==> src/rtl/core/bpc_pkg.sv <==
`default_nettype none

package bpc_pkg;

    localparam int RAW_W      = 24;
    localparam int S_TDATA_W  = 2 * RAW_W;
    localparam int M_TDATA_W  = 64;
    localparam int CFG_IDX_W  = 3;
    localparam int CFG_DATA_W = 64;
    localparam int C30_W      = 16;
    localparam int OSR_W      = 3;

    localparam int P16_W   = 22;
    localparam int T256_W  = 16;
    localparam int ALT_W   = 23;
    localparam int H_W     = 32;
    localparam int SC_W    = 32;
    localparam int M_PAD_W = M_TDATA_W - P16_W - T256_W - ALT_W;

    // scaled readings: |raw| * 2^26 / k, one quotient bit per step
    localparam int KDIV_W     = 23;
    localparam int FRAC_W     = 26;
    localparam int DIVIDEND_W = RAW_W + FRAC_W;
    localparam int DIV_STEPS  = DIVIDEND_W;
    localparam int DIV_CNT_W  = $clog2(DIV_STEPS);

    // shared multiplier: 54-bit operand split in two halves against 32 bits
    localparam int MUL_A_W   = 54;
    localparam int MUL_B_W   = 32;
    localparam int MUL_SPLIT = MUL_A_W / 2;
    localparam int MUL_X_W   = MUL_A_W - MUL_SPLIT + 1;
    localparam int PROD_W    = MUL_X_W + MUL_B_W;
    localparam int ACC_W     = MUL_A_W + MUL_B_W + 1;
    localparam int SUM_W     = 56;
    localparam int DIFF_W    = H_W + 1;

    localparam int P_SHIFT   = 12;
    localparam int ALT_SHIFT = 8;
    localparam int COEF_SHIFT = 16;

    typedef enum logic [CFG_IDX_W-1:0] {
        REG_CALIB_LOW  = 3'd0,
        REG_CALIB_HIGH = 3'd1,
        REG_C30        = 3'd2,
        REG_P_OSR      = 3'd3,
        REG_T_OSR      = 3'd4
    } cfg_reg_t;

    localparam logic [OSR_W-1:0] P_OSR_RESET = 3'd4;
    localparam logic [OSR_W-1:0] T_OSR_RESET = 3'd3;

    localparam logic signed [RAW_W-1:0]   D4_BASE  = 24'sd1616000;
    localparam logic signed [MUL_B_W-1:0] H_CUBE_K = 32'sd230808;

    localparam logic signed [ACC_W-1:0] SAT53_HI = {{(ACC_W-53){1'b0}}, {53{1'b1}}};
    localparam logic signed [ACC_W-1:0] SAT53_LO = -SAT53_HI;

    localparam logic signed [SUM_W-1:0] T256_MIN = -56'sd32768;
    localparam logic signed [SUM_W-1:0] T256_MAX = 56'sd32767;
    localparam logic signed [SUM_W-1:0] H_MIN    = -56'sd2147483648;
    localparam logic signed [SUM_W-1:0] H_MAX    = 56'sd2147483647;
    localparam logic signed [SUM_W-1:0] P16_MAX  = 56'sd4194303;

    localparam logic signed [DIFF_W-1:0] ALT_MIN = -33'sd4194304;
    localparam logic signed [DIFF_W-1:0] ALT_MAX = 33'sd4194303;

    localparam logic [DIVIDEND_W-1:0] SC_POS_MAX = DIVIDEND_W'(64'd2147483647);
    localparam logic [DIVIDEND_W-1:0] SC_NEG_MAX = DIVIDEND_W'(64'd2147483648);

    typedef enum logic [2:0] {
        SH_8,
        SH_18,
        SH_20,
        SH_24,
        SH_26
    } shift_t;

    typedef enum logic [1:0] {
        PH_LO,
        PH_HI,
        PH_ADD,
        PH_OUT
    } mul_phase_t;

    typedef enum logic [2:0] {
        S_IDLE,
        S_DIV_P,
        S_DIV_T,
        S_MUL,
        S_WAIT,
        S_PRES,
        S_ALT
    } state_t;

    // one entry per pass through the multiplier
    typedef enum logic [3:0] {
        ST_TEMP,
        ST_Q1,
        ST_Q2,
        ST_Q3,
        ST_T1,
        ST_T2,
        ST_T3,
        ST_U,
        ST_SQ,
        ST_CUBE,
        ST_H
    } step_t;

    typedef struct packed {
        logic                      start;
        logic signed [MUL_A_W-1:0] a;
        logic signed [MUL_B_W-1:0] b;
        shift_t                    sh;
    } mul_cmd_t;

    typedef struct packed {
        logic             start;
        logic [RAW_W-1:0] raw;
        logic [OSR_W-1:0] code;
    } div_cmd_t;

    function automatic logic [KDIV_W-1:0] osr_scale(input logic [OSR_W-1:0] code);
        case (code)
            3'd0:    return 23'd524288;
            3'd1:    return 23'd1572864;
            3'd2:    return 23'd3670016;
            3'd3:    return 23'd7864320;
            3'd4:    return 23'd253952;
            3'd5:    return 23'd516096;
            3'd6:    return 23'd1040384;
            3'd7:    return 23'd2088960;
            default: return 23'd524288;
        endcase
    endfunction

    function automatic logic signed [MUL_A_W-1:0] sat53(input logic signed [ACC_W-1:0] v);
        logic signed [ACC_W-1:0] c;
        if (v > SAT53_HI) begin
            c = SAT53_HI;
        end
        else if (v < SAT53_LO) begin
            c = SAT53_LO;
        end
        else begin
            c = v;
        end
        return c[MUL_A_W-1:0];
    endfunction

endpackage

`default_nettype wire

==> src/rtl/core/bpc_div.sv <==
`default_nettype none

module bpc_div (
    input  wire logic                       clk,
    input  wire logic                       rst_n,
    input  wire bpc_pkg::div_cmd_t          cmd,
    output logic                            done,
    output logic signed [bpc_pkg::SC_W-1:0] quo
);
    import bpc_pkg::*;

    logic                  busy_reg;
    logic                  done_reg;
    logic [DIV_CNT_W-1:0]  cnt_reg;
    logic                  neg_reg;
    logic [KDIV_W-1:0]     k_reg;
    logic [KDIV_W-1:0]     rem_reg;
    logic [DIVIDEND_W-1:0] dq_reg;

    logic [RAW_W-1:0]      mag;
    logic [KDIV_W:0]       trial;
    logic [KDIV_W:0]       trial_sub;
    logic                  ge;

    assign mag       = cmd.raw[RAW_W-1] ? (RAW_W'(0) - cmd.raw) : cmd.raw;
    assign trial     = {rem_reg, dq_reg[DIVIDEND_W-1]};
    assign ge        = trial >= {1'b0, k_reg};
    assign trial_sub = trial - {1'b0, k_reg};

    always_ff @(posedge clk or negedge rst_n) begin
        if (!rst_n) begin
            busy_reg <= 1'b0;
            done_reg <= 1'b0;
            cnt_reg  <= '0;
        end
        else begin
            done_reg <= 1'b0;
            if (cmd.start) begin
                busy_reg <= 1'b1;
                cnt_reg  <= '0;
            end
            else if (busy_reg) begin
                cnt_reg <= cnt_reg + 1'b1;
                if (cnt_reg == DIV_CNT_W'(DIV_STEPS - 1)) begin
                    busy_reg <= 1'b0;
                    done_reg <= 1'b1;
                end
            end
        end
    end

    // restoring division, one quotient bit per cycle
    always_ff @(posedge clk) begin
        if (cmd.start) begin
            neg_reg <= cmd.raw[RAW_W-1];
            k_reg   <= osr_scale(cmd.code);
            rem_reg <= '0;
            dq_reg  <= {mag, FRAC_W'(0)};
        end
        else if (busy_reg) begin
            rem_reg <= ge ? trial_sub[KDIV_W-1:0] : trial[KDIV_W-1:0];
            dq_reg  <= {dq_reg[DIVIDEND_W-2:0], ge};
        end
    end

    // truncate toward zero and saturate to 32 bits
    always_comb begin
        if (neg_reg) begin
            if (dq_reg > SC_NEG_MAX) begin
                quo = {1'b1, {(SC_W-1){1'b0}}};
            end
            else begin
                quo = SC_W'(0) - dq_reg[SC_W-1:0];
            end
        end
        else begin
            if (dq_reg > SC_POS_MAX) begin
                quo = {1'b0, {(SC_W-1){1'b1}}};
            end
            else begin
                quo = dq_reg[SC_W-1:0];
            end
        end
    end

    assign done = done_reg;

endmodule

`default_nettype wire

==> src/rtl/core/bpc_mul.sv <==
`default_nettype none

module bpc_mul (
    input  wire logic                          clk,
    input  wire logic                          rst_n,
    input  wire bpc_pkg::mul_cmd_t             cmd,
    output logic                               done,
    output logic signed [bpc_pkg::MUL_A_W-1:0] res
);
    import bpc_pkg::*;

    logic                      busy_reg;
    logic                      done_reg;
    mul_phase_t                phase_reg;
    logic signed [MUL_A_W-1:0] a_reg;
    logic signed [MUL_B_W-1:0] b_reg;
    shift_t                    sh_reg;
    logic signed [PROD_W-1:0]  prod_reg;
    logic signed [ACC_W-1:0]   acc_reg;
    logic signed [MUL_A_W-1:0] res_reg;

    logic signed [MUL_X_W-1:0] mul_x;
    logic signed [PROD_W-1:0]  prod_w;
    logic signed [ACC_W-1:0]   prod_ext;
    logic signed [ACC_W-1:0]   acc_sum;
    logic signed [ACC_W-1:0]   acc_sh;

    // low half is unsigned, high half carries the sign
    assign mul_x = (phase_reg == PH_LO) ?
                   $signed({1'b0, a_reg[MUL_SPLIT-1:0]}) :
                   $signed({a_reg[MUL_A_W-1], a_reg[MUL_A_W-1:MUL_SPLIT]});
    assign prod_w   = mul_x * b_reg;
    assign prod_ext = ACC_W'(prod_reg);
    assign acc_sum  = acc_reg + (prod_ext <<< MUL_SPLIT);

    always_comb begin
        case (sh_reg)
            SH_8:    acc_sh = acc_reg >>> 8;
            SH_18:   acc_sh = acc_reg >>> 18;
            SH_20:   acc_sh = acc_reg >>> 20;
            SH_24:   acc_sh = acc_reg >>> 24;
            SH_26:   acc_sh = acc_reg >>> 26;
            default: acc_sh = acc_reg;
        endcase
    end

    always_ff @(posedge clk or negedge rst_n) begin
        if (!rst_n) begin
            busy_reg  <= 1'b0;
            done_reg  <= 1'b0;
            phase_reg <= PH_LO;
        end
        else begin
            done_reg <= 1'b0;
            if (cmd.start) begin
                busy_reg  <= 1'b1;
                phase_reg <= PH_LO;
            end
            else if (busy_reg) begin
                phase_reg <= mul_phase_t'(phase_reg + 2'd1);
                if (phase_reg == PH_OUT) begin
                    busy_reg <= 1'b0;
                    done_reg <= 1'b1;
                end
            end
        end
    end

    always_ff @(posedge clk) begin
        if (cmd.start) begin
            a_reg  <= cmd.a;
            b_reg  <= cmd.b;
            sh_reg <= cmd.sh;
        end
        else if (busy_reg) begin
            case (phase_reg)
                PH_LO: begin
                    prod_reg <= prod_w;
                end
                PH_HI: begin
                    acc_reg  <= prod_ext;
                    prod_reg <= prod_w;
                end
                PH_ADD: begin
                    acc_reg <= acc_sum;
                end
                PH_OUT: begin
                    res_reg <= sat53(acc_sh);
                end
                default: begin
                    res_reg <= res_reg;
                end
            endcase
        end
    end

    assign done = done_reg;
    assign res  = res_reg;

endmodule

`default_nettype wire

==> src/rtl/core/baro_pressure_compensation_altitude.sv <==
`default_nettype none

// Barometric compensation: takes one raw pressure/temperature pair per transaction and
// returns compensated pressure (Pa x16), temperature (degC x256) and altitude in cm
// relative to a stored zero reference; a transaction with s_tuser set also makes its
// height the new reference and reports altitude zero. Calibration words and
// oversampling codes are to be written through the cfg port only while the block is idle;
// the block does not enforce this. While a transaction runs, s_tready is low: two
// restoring divisions scale the readings, then eleven passes go through the single shared
// 28x32 multiplier. The result sits in an output register, so the next transaction is
// accepted while it waits to be taken.
module baro_pressure_compensation_altitude (
    input  wire logic                             clk,
    input  wire logic                             rst_n,
    input  wire logic                             s_tvalid,
    output logic                                  s_tready,
    // raw_pressure [23:0], raw_temperature [47:24]
    input  wire logic [bpc_pkg::S_TDATA_W-1:0]    s_tdata,
    // action: 0 measure, 1 measure and zero altitude
    input  wire logic                             s_tuser,
    output logic                                  m_tvalid,
    input  wire logic                             m_tready,
    // pressure_x16 [21:0], temperature_x256 [37:22], altitude_cm [60:38], zero pad
    output logic [bpc_pkg::M_TDATA_W-1:0]         m_tdata,
    input  wire logic                             cfg_wr_en,
    input  wire logic [bpc_pkg::CFG_IDX_W-1:0]    cfg_index,
    input  wire logic [bpc_pkg::CFG_DATA_W-1:0]   cfg_data
);
    import bpc_pkg::*;

    // configuration
    logic [CFG_DATA_W-1:0] calib_low_reg;
    logic [CFG_DATA_W-1:0] calib_high_reg;
    logic [C30_W-1:0]      c30_reg;
    logic [OSR_W-1:0]      p_osr_reg;
    logic [OSR_W-1:0]      t_osr_reg;

    // control
    state_t state_reg, state_next;
    step_t  step_reg, step_next;
    logic   out_valid_reg, out_valid_next;
    logic signed [H_W-1:0] offset_reg, offset_next;

    // datapath
    logic                      action_reg, action_next;
    logic [RAW_W-1:0]          raw_t_reg, raw_t_next;
    logic signed [SC_W-1:0]    psc_reg, psc_next;
    logic signed [SC_W-1:0]    tsc_reg, tsc_next;
    logic signed [MUL_A_W-1:0] x_reg, x_next;
    logic signed [SUM_W-1:0]   p_reg, p_next;
    logic signed [T256_W-1:0]  t256_reg, t256_next;
    logic [P16_W-1:0]          p16_reg, p16_next;
    logic signed [H_W-1:0]     h_reg, h_next;
    logic [M_TDATA_W-1:0]      out_data_reg, out_data_next;

    logic signed [11:0] c0, c1;
    logic signed [19:0] c00, c10;
    logic signed [15:0] c01, c11, c20, c21, c30;

    div_cmd_t                  div_cmd;
    logic                      div_done;
    logic signed [SC_W-1:0]    div_quo;
    mul_cmd_t                  mul_cmd;
    logic                      mul_done;
    logic signed [MUL_A_W-1:0] mul_res;

    logic signed [RAW_W-1:0]   d4;
    logic signed [SUM_W-1:0]   d4_ext;
    logic signed [SUM_W-1:0]   wb_base;
    logic signed [SUM_W-1:0]   wb_sum;
    logic signed [SUM_W-1:0]   p_sh;
    logic signed [DIFF_W-1:0]  diff;
    logic signed [DIFF_W-1:0]  alt_sh;
    logic signed [ALT_W-1:0]   alt;

    assign c0  = calib_low_reg[63:52];
    assign c1  = calib_low_reg[51:40];
    assign c00 = calib_low_reg[39:20];
    assign c10 = calib_low_reg[19:0];
    assign c01 = calib_high_reg[63:48];
    assign c11 = calib_high_reg[47:32];
    assign c20 = calib_high_reg[31:16];
    assign c21 = calib_high_reg[15:0];
    assign c30 = c30_reg;

    assign d4     = D4_BASE - $signed({2'b00, p16_reg});
    assign d4_ext = SUM_W'(d4);

    bpc_div u_div (
        .clk   (clk),
        .rst_n (rst_n),
        .cmd   (div_cmd),
        .done  (div_done),
        .quo   (div_quo)
    );

    bpc_mul u_mul (
        .clk   (clk),
        .rst_n (rst_n),
        .cmd   (mul_cmd),
        .done  (mul_done),
        .res   (mul_res)
    );

    // multiplier operands per step
    always_comb begin
        mul_cmd.start = (state_reg == S_MUL);
        mul_cmd.a     = x_reg;
        mul_cmd.b     = psc_reg;
        mul_cmd.sh    = SH_26;
        case (step_reg)
            ST_TEMP: begin
                mul_cmd.a  = MUL_A_W'(c1);
                mul_cmd.b  = tsc_reg;
                mul_cmd.sh = SH_18;
            end
            ST_Q1:   mul_cmd.a = MUL_A_W'(c30) <<< COEF_SHIFT;
            ST_T1:   mul_cmd.a = MUL_A_W'(c21) <<< COEF_SHIFT;
            ST_T3:   mul_cmd.b = tsc_reg;
            ST_U: begin
                mul_cmd.a = MUL_A_W'(c01) <<< COEF_SHIFT;
                mul_cmd.b = tsc_reg;
            end
            ST_SQ: begin
                mul_cmd.a  = MUL_A_W'(d4);
                mul_cmd.b  = MUL_B_W'(d4);
                mul_cmd.sh = SH_8;
            end
            ST_CUBE: begin
                mul_cmd.b  = MUL_B_W'(d4);
                mul_cmd.sh = SH_20;
            end
            ST_H: begin
                mul_cmd.b  = H_CUBE_K;
                mul_cmd.sh = SH_24;
            end
            default: mul_cmd.a = x_reg;
        endcase
    end

    // addend for the step's write-back
    always_comb begin
        case (step_reg)
            ST_TEMP: wb_base = SUM_W'(c0) <<< 7;
            ST_Q1:   wb_base = SUM_W'(c20) <<< COEF_SHIFT;
            ST_Q2:   wb_base = SUM_W'(c10) <<< COEF_SHIFT;
            ST_Q3:   wb_base = SUM_W'(c00) <<< COEF_SHIFT;
            ST_T1:   wb_base = SUM_W'(c11) <<< COEF_SHIFT;
            ST_T3:   wb_base = p_reg;
            ST_U:    wb_base = p_reg;
            ST_H:    wb_base = (d4_ext <<< 7) + (d4_ext <<< 4);
            default: wb_base = '0;
        endcase
    end

    assign wb_sum = wb_base + SUM_W'(mul_res);
    assign p_sh   = p_reg >>> P_SHIFT;
    assign diff   = DIFF_W'(h_reg) - DIFF_W'(offset_reg);
    assign alt_sh = diff >>> ALT_SHIFT;

    always_comb begin
        if (alt_sh < ALT_MIN) begin
            alt = {1'b1, {(ALT_W-1){1'b0}}};
        end
        else if (alt_sh > ALT_MAX) begin
            alt = {1'b0, {(ALT_W-1){1'b1}}};
        end
        else begin
            alt = alt_sh[ALT_W-1:0];
        end
    end

    // sequencer
    always_comb begin
        state_next     = state_reg;
        step_next      = step_reg;
        out_valid_next = out_valid_reg & ~m_tready;
        offset_next    = offset_reg;
        action_next    = action_reg;
        raw_t_next     = raw_t_reg;
        psc_next       = psc_reg;
        tsc_next       = tsc_reg;
        x_next         = x_reg;
        p_next         = p_reg;
        t256_next      = t256_reg;
        p16_next       = p16_reg;
        h_next         = h_reg;
        out_data_next  = out_data_reg;
        div_cmd.start  = 1'b0;
        div_cmd.raw    = raw_t_reg;
        div_cmd.code   = t_osr_reg;
        s_tready       = 1'b0;

        case (state_reg)
            S_IDLE: begin
                s_tready     = 1'b1;
                div_cmd.raw  = s_tdata[RAW_W-1:0];
                div_cmd.code = p_osr_reg;
                if (s_tvalid) begin
                    div_cmd.start = 1'b1;
                    action_next   = s_tuser;
                    raw_t_next    = s_tdata[S_TDATA_W-1:RAW_W];
                    state_next    = S_DIV_P;
                end
            end
            S_DIV_P: begin
                if (div_done) begin
                    psc_next      = div_quo;
                    div_cmd.start = 1'b1;
                    state_next    = S_DIV_T;
                end
            end
            S_DIV_T: begin
                if (div_done) begin
                    tsc_next   = div_quo;
                    step_next  = ST_TEMP;
                    state_next = S_MUL;
                end
            end
            S_MUL: begin
                state_next = S_WAIT;
            end
            S_WAIT: begin
                if (mul_done) begin
                    case (step_reg)
                        ST_TEMP: begin
                            if (wb_sum < T256_MIN) begin
                                t256_next = {1'b1, {(T256_W-1){1'b0}}};
                            end
                            else if (wb_sum > T256_MAX) begin
                                t256_next = {1'b0, {(T256_W-1){1'b1}}};
                            end
                            else begin
                                t256_next = wb_sum[T256_W-1:0];
                            end
                        end
                        ST_Q1, ST_Q2, ST_T1: x_next = sat53(ACC_W'(wb_sum));
                        ST_Q3, ST_T3, ST_U:  p_next = wb_sum;
                        ST_H: begin
                            if (wb_sum < H_MIN) begin
                                h_next = {1'b1, {(H_W-1){1'b0}}};
                            end
                            else if (wb_sum > H_MAX) begin
                                h_next = {1'b0, {(H_W-1){1'b1}}};
                            end
                            else begin
                                h_next = wb_sum[H_W-1:0];
                            end
                        end
                        default: x_next = mul_res;
                    endcase
                    if (step_reg == ST_U) begin
                        state_next = S_PRES;
                    end
                    else if (step_reg == ST_H) begin
                        state_next = S_ALT;
                    end
                    else begin
                        step_next  = step_t'(step_reg + 4'd1);
                        state_next = S_MUL;
                    end
                end
            end
            S_PRES: begin
                if (p_sh < 0) begin
                    p16_next = '0;
                end
                else if (p_sh > P16_MAX) begin
                    p16_next = '1;
                end
                else begin
                    p16_next = p_sh[P16_W-1:0];
                end
                step_next  = ST_SQ;
                state_next = S_MUL;
            end
            S_ALT: begin
                // wait for the output register to free up
                if (!out_valid_reg || m_tready) begin
                    out_valid_next = 1'b1;
                    if (action_reg) begin
                        offset_next   = h_reg;
                        out_data_next = {M_PAD_W'(0), ALT_W'(0), t256_reg, p16_reg};
                    end
                    else begin
                        out_data_next = {M_PAD_W'(0), alt, t256_reg, p16_reg};
                    end
                    state_next = S_IDLE;
                end
            end
            default: begin
                state_next = S_IDLE;
            end
        endcase
    end

    always_ff @(posedge clk or negedge rst_n) begin
        if (!rst_n) begin
            state_reg     <= S_IDLE;
            step_reg      <= ST_TEMP;
            out_valid_reg <= 1'b0;
            offset_reg    <= '0;
        end
        else begin
            state_reg     <= state_next;
            step_reg      <= step_next;
            out_valid_reg <= out_valid_next;
            offset_reg    <= offset_next;
        end
    end

    always_ff @(posedge clk) begin
        action_reg   <= action_next;
        raw_t_reg    <= raw_t_next;
        psc_reg      <= psc_next;
        tsc_reg      <= tsc_next;
        x_reg        <= x_next;
        p_reg        <= p_next;
        t256_reg     <= t256_next;
        p16_reg      <= p16_next;
        h_reg        <= h_next;
        out_data_reg <= out_data_next;
    end

    always_ff @(posedge clk or negedge rst_n) begin
        if (!rst_n) begin
            calib_low_reg  <= '0;
            calib_high_reg <= '0;
            c30_reg        <= '0;
            p_osr_reg      <= P_OSR_RESET;
            t_osr_reg      <= T_OSR_RESET;
        end
        else if (cfg_wr_en) begin
            case (cfg_reg_t'(cfg_index))
                REG_CALIB_LOW:  calib_low_reg  <= cfg_data;
                REG_CALIB_HIGH: calib_high_reg <= cfg_data;
                REG_C30:        c30_reg        <= cfg_data[C30_W-1:0];
                REG_P_OSR:      p_osr_reg      <= cfg_data[OSR_W-1:0];
                REG_T_OSR:      t_osr_reg      <= cfg_data[OSR_W-1:0];
                default:        c30_reg        <= c30_reg;
            endcase
        end
    end

    assign m_tvalid = out_valid_reg;
    assign m_tdata  = out_data_reg;

endmodule

`default_nettype wire

==> config.mk <==
export PLATFORM = sky130hd
export DESIGN_NAME = baro_pressure_compensation_altitude
export DESIGN_NICKNAME = d
export VERILOG_FILES = /design/src/rtl/core/bpc_pkg.sv /design/src/rtl/core/bpc_div.sv /design/src/rtl/core/bpc_mul.sv /design/src/rtl/core/baro_pressure_compensation_altitude.sv
export SDC_FILE = /design/constraint.sdc
export NUM_CORES = 2
export LEC_CHECK = 0
export BUFFER_PORTS_ARGS = -buffer_cell sky130_fd_sc_hd__buf_4
export CAP_MARGIN = 0
export CORE_MARGIN = 2
export CORE_UTILIZATION = 60
export DETAILED_ROUTE_END_ITERATION = 8
export PLACE_DENSITY_LB_ADDON = 0.25
export SKIP_LAST_GASP = 1
export SLEW_MARGIN = 30
export SYNTH_ARGS = -nofsm -noshare
export SYNTH_HDL_FRONTEND = slang
export SYNTH_SLANG_ARGS = --single-unit
==> constraint.sdc <==
create_clock -name clk -period 11.11 [get_ports clk]
set_clock_uncertainty 0.2 [all_clocks]
set_input_delay 2.222 -clock clk [delete_from_list [all_inputs] [get_ports clk]]
set_output_delay 2.222 -clock clk [all_outputs]
set_load 0.01 [all_outputs]
==> reports/results.tsv <==
stage	metric	value	unit
placed_design	gpl congestion	1.07	
sta	Final WS setup	0.750	ns
critical_path	total buffers and inverters traversed by the critical path	6	
sta	final cycle utilization of the critical path	93.2	%
placed_design	setup slack at placement	0.927	ns
die	Die Area	140000	sq um
cells_and_area	area of combinational cells with multiple inputs	51100	sq um
yosys	fraction of post-synthesis cell area in the top cell type by area	23.7	%
cells_and_area	layout-stage area growth over the synthesis result	7.93	%
cts	post-CTS sizing	0	
cts	clock tree from TritonCTS	yes	
sta	final-report max-slew violation count	0	
global_routing	maximum number of pins on one net before global-route repair	94	
yosys	fraction of the yosys area taken by sequential cells	31.1	%
route	post-DR vias/cell	6.43	
route	DRC viols	0	
global_routing	via count of the first global-routing pass	64955	
critical_path	Worst Reg2Reg Path Length in Cells	30	
die	die outline height	374	microns
critical_path	critical path launch point type	flop	
cells_and_area	fraction of layout instances using a drive strength above 1	10.4	%
die	count of standard-cell rows	135	
cells_and_area	share of the core filled with cells	65.5	%
global_routing	initial antenna violation count	15	
min_path	number of cells traversed by the worst hold path	0	
route	number of vias in the routed layout	64490	
yosys	leading post-synthesis cells by cell area	sky130_fd_sc_hd__edfxtp_1 24%, sky130_fd_sc_hd__fa_1 23%, sky130_fd_sc_hd__dfrtp_1 6.0%, sky130_fd_sc_hd__ha_1 5.8%, sky130_fd_sc_hd__inv_1 4.9%	
cells_and_area	net total in the final layout	9599	
run	number of maximum-capacitance constraint violations	0	
sta	# setup viols final	0	
critical_path	Critical Path RT	11.33	ns
sta	final period demand of the worst path	10.36	ns
yosys	register bit total from synthesis	902	
route	routed wire length per instance	26.5	microns
yosys	number of unique standard cell types used by synthesis	107	
global_routing	first-pass GRT wire length	404	mm
sta	unrepaired setup endpoints after global routing	no	
yosys	proportion of synthesized flip-flops having asynchronous set or reset	22.4	%
critical_path	Crit path largest cell delay	0.65	ns
sta	maximum achievable frequency	96.5	MHz
min_path	type of the worst min-delay path	reg -> reg	
route	Detail Route Antenna Nets	0	
cts	buffer cell driving the clock tree root	sky130_fd_sc_hd__clkbuf_16	
critical_path	crit-path leading delay family	adder cells	
cts	number of clock sinks seen by CTS	902	
sta	final-report hold violation count	0	
route	Routed WL	266	mm
placed_design	count of input and output buffers	183	
sta	setup tns final	0	ns
critical_path	Max Fanout on Critical Path	29	
placed_design	placed wire-length estimate	201	mm
cells_and_area	fill count	10782	
cts	cts bufs inserted	98	
critical_path	R2R Path Start	u_mul.phase_reg[0]	
cells_and_area	storage element area	25600	sq um
critical_path	endpoint class of the critical path	flop	
cts	clock tree buffer depth	3	
cts	H-tree depth	3	
yosys	yosys synthesis warning count	0	
die	boundary pin count	187	
critical_path	cell type of the slowest stage on the worst timing path	sky130_fd_sc_hd__nand2b_1	
route	Iter 0 DRT Violations	8380	
min_path	endpoint of the worst hold path	m_tdata[32]	
critical_path	Worst Setup Path Type	reg -> reg	
critical_path	logic depth of the worst path, buffers included	30	
yosys	leading area contributor after synthesis	sky130_fd_sc_hd__edfxtp_1	
cts	clk_lat worst skew	0.75	ns
route	First-pass DRT Iterations	6	
die	chip width	374	microns
critical_path	Worst Path Arrival	10.58	ns
sta	Final Hold Slack	0.182	ns
status	result of the run	finished clean	
yosys	Post-Synthesis Cell Area	82400	sq um
yosys	most frequently used flop master after synthesis	sky130_fd_sc_hd__edfxtp_1	
cells_and_area	Largest register FFs	87	
sta	headroom to the max-slew limit	26.5	%
critical_path	worst-case register-to-register setup slack	0.75	ns
min_path	origin of the worst min-delay path	t256_reg[10]	
die	Initial Util	60.6	%
die	total core area	136000	sq um
yosys	Syn Area/Cell	10.0	sq um
cts	post-cts hold buffer count	0	
yosys	Mapped Cells	8196	
critical_path	cell repeated most along the worst path	sky130_fd_sc_hd__fa_1	
global_routing	GRT Overall Usage	38.2	%
yosys	number of flops mapped to enable cells by yosys	651	
global_routing	grt total ovfl	0	
sta	pin slew with the least headroom to its limit	1.10	ns
cts	post-CTS setup buffers	0	
cts	clk slew on worst S/H paths	0.06	ns
critical_path	Crit Reg-Reg Endpoint	u_mul.prod_reg[58]	
## per-stage QoR
step | std cells | cell area (sq um)
global route | 10031 | 88900
floorplan | 8198 | 82400
global placement | 9840 | 85500
finish | 10033 | 88900
detailed placement | 9846 | 85600
CTS | 10030 | 88800
## per-layer routing
layer / track usage [%] / vias up / routed length, microns
met4: 18.7 / 14 / 15900
met3: 8.05 / 777 / 29000
met5: 0 / - / 91
met1: 52.6 / 32169 / 104000
li1: - / 27741 / -
met2: 57.9 / 3789 / 117000
## synth_stat cells (all sizes together), types with 31 or more instances
| library cell | instances |
|---|---|
| a211oi | 40 |
| a21o | 191 |
| a21oi | 402 |
| a221oi | 54 |
| a222oi | 32 |
| a22oi | 68 |
| a31oi | 46 |
| and2 | 172 |
| and3 | 36 |
| buf | 95 |
| clkbuf | 377 |
| dfrtp | 199 |
| dfxtp | 49 |
| edfxtp | 651 |
| fa | 932 |
| ha | 380 |
| inv | 1079 |
| mux2 | 251 |
| mux2i | 118 |
| nand2 | 978 |
| nand2b | 74 |
| nand3 | 120 |
| nand4 | 71 |
| nor2 | 326 |
| nor2b | 156 |
| nor3 | 79 |
| nor4 | 41 |
| o211ai | 31 |
| o21a | 65 |
| o21ai | 374 |
| o22ai | 66 |
| or3 | 32 |
| xnor2 | 140 |
| xor2 | 107 |
## logic make-up after synthesis
kind of cell | count (synthesis) | share of synthesized area (%)
compound gates | 1632 | 13.1
xor+xnor | 249 | 2.68
fa+ha+maj | 1312 | 28.4
buf+inv | 1553 | 7.15
flops | 902 | 31.1
mux | 378 | 5.11
other cells | 1 | 0.00455
simple gates | 2169 | 12.5
## layout make-up
class,count,share of cell area (%)
Antenna cell,2,0.00563
Clock buffer,133,3.05
Clock inverter,51,0.605
Inverter,1081,4.57
Multi-Input combinational cell,5743,57.5
Sequential cell,902,28.8
Tap cell,1781,2.51
Timing Repair Buffer,340,2.95
## cell usage in the layout (no fill, tap or decap), types with 71 or more instances in the layout
master	netlist	routed
sky130_fd_sc_hd__a21o_1	191	191
sky130_fd_sc_hd__a21oi_1	401	401
sky130_fd_sc_hd__and2_1	168	168
sky130_fd_sc_hd__buf_4	4	331
sky130_fd_sc_hd__clkbuf_16	0	101
sky130_fd_sc_hd__dfrtp_1	199	198
sky130_fd_sc_hd__edfxtp_1	651	651
sky130_fd_sc_hd__fa_1	932	932
sky130_fd_sc_hd__ha_1	380	379
sky130_fd_sc_hd__inv_1	1078	1076
sky130_fd_sc_hd__mux2_2	251	250
sky130_fd_sc_hd__mux2i_1	118	115
sky130_fd_sc_hd__nand2_1	977	977
sky130_fd_sc_hd__nand2b_1	74	73
sky130_fd_sc_hd__nand3_1	119	118
sky130_fd_sc_hd__nand4_1	71	71
sky130_fd_sc_hd__nor2_1	326	318
sky130_fd_sc_hd__nor2b_1	156	156
sky130_fd_sc_hd__nor3_1	76	73
sky130_fd_sc_hd__o21ai_0	349	348
sky130_fd_sc_hd__xnor2_1	140	140
sky130_fd_sc_hd__xor2_1	107	107
## worst max path at each step
stage                             from            endpoint
global route        u_mul.phase_reg[0]  u_mul.prod_reg[58]
detailed placement  u_mul.phase_reg[0]  u_mul.prod_reg[58]
finish              u_mul.phase_reg[0]  u_mul.prod_reg[58]
floorplan           u_mul.phase_reg[0]  u_mul.prod_reg[58]
CTS                 u_mul.phase_reg[0]  u_mul.prod_reg[58]
global placement    u_mul.phase_reg[0]  u_mul.prod_reg[58]
Power is not shown: default switching activity piles up to over one toggle a cycle in this logic, so the estimate is an artifact.
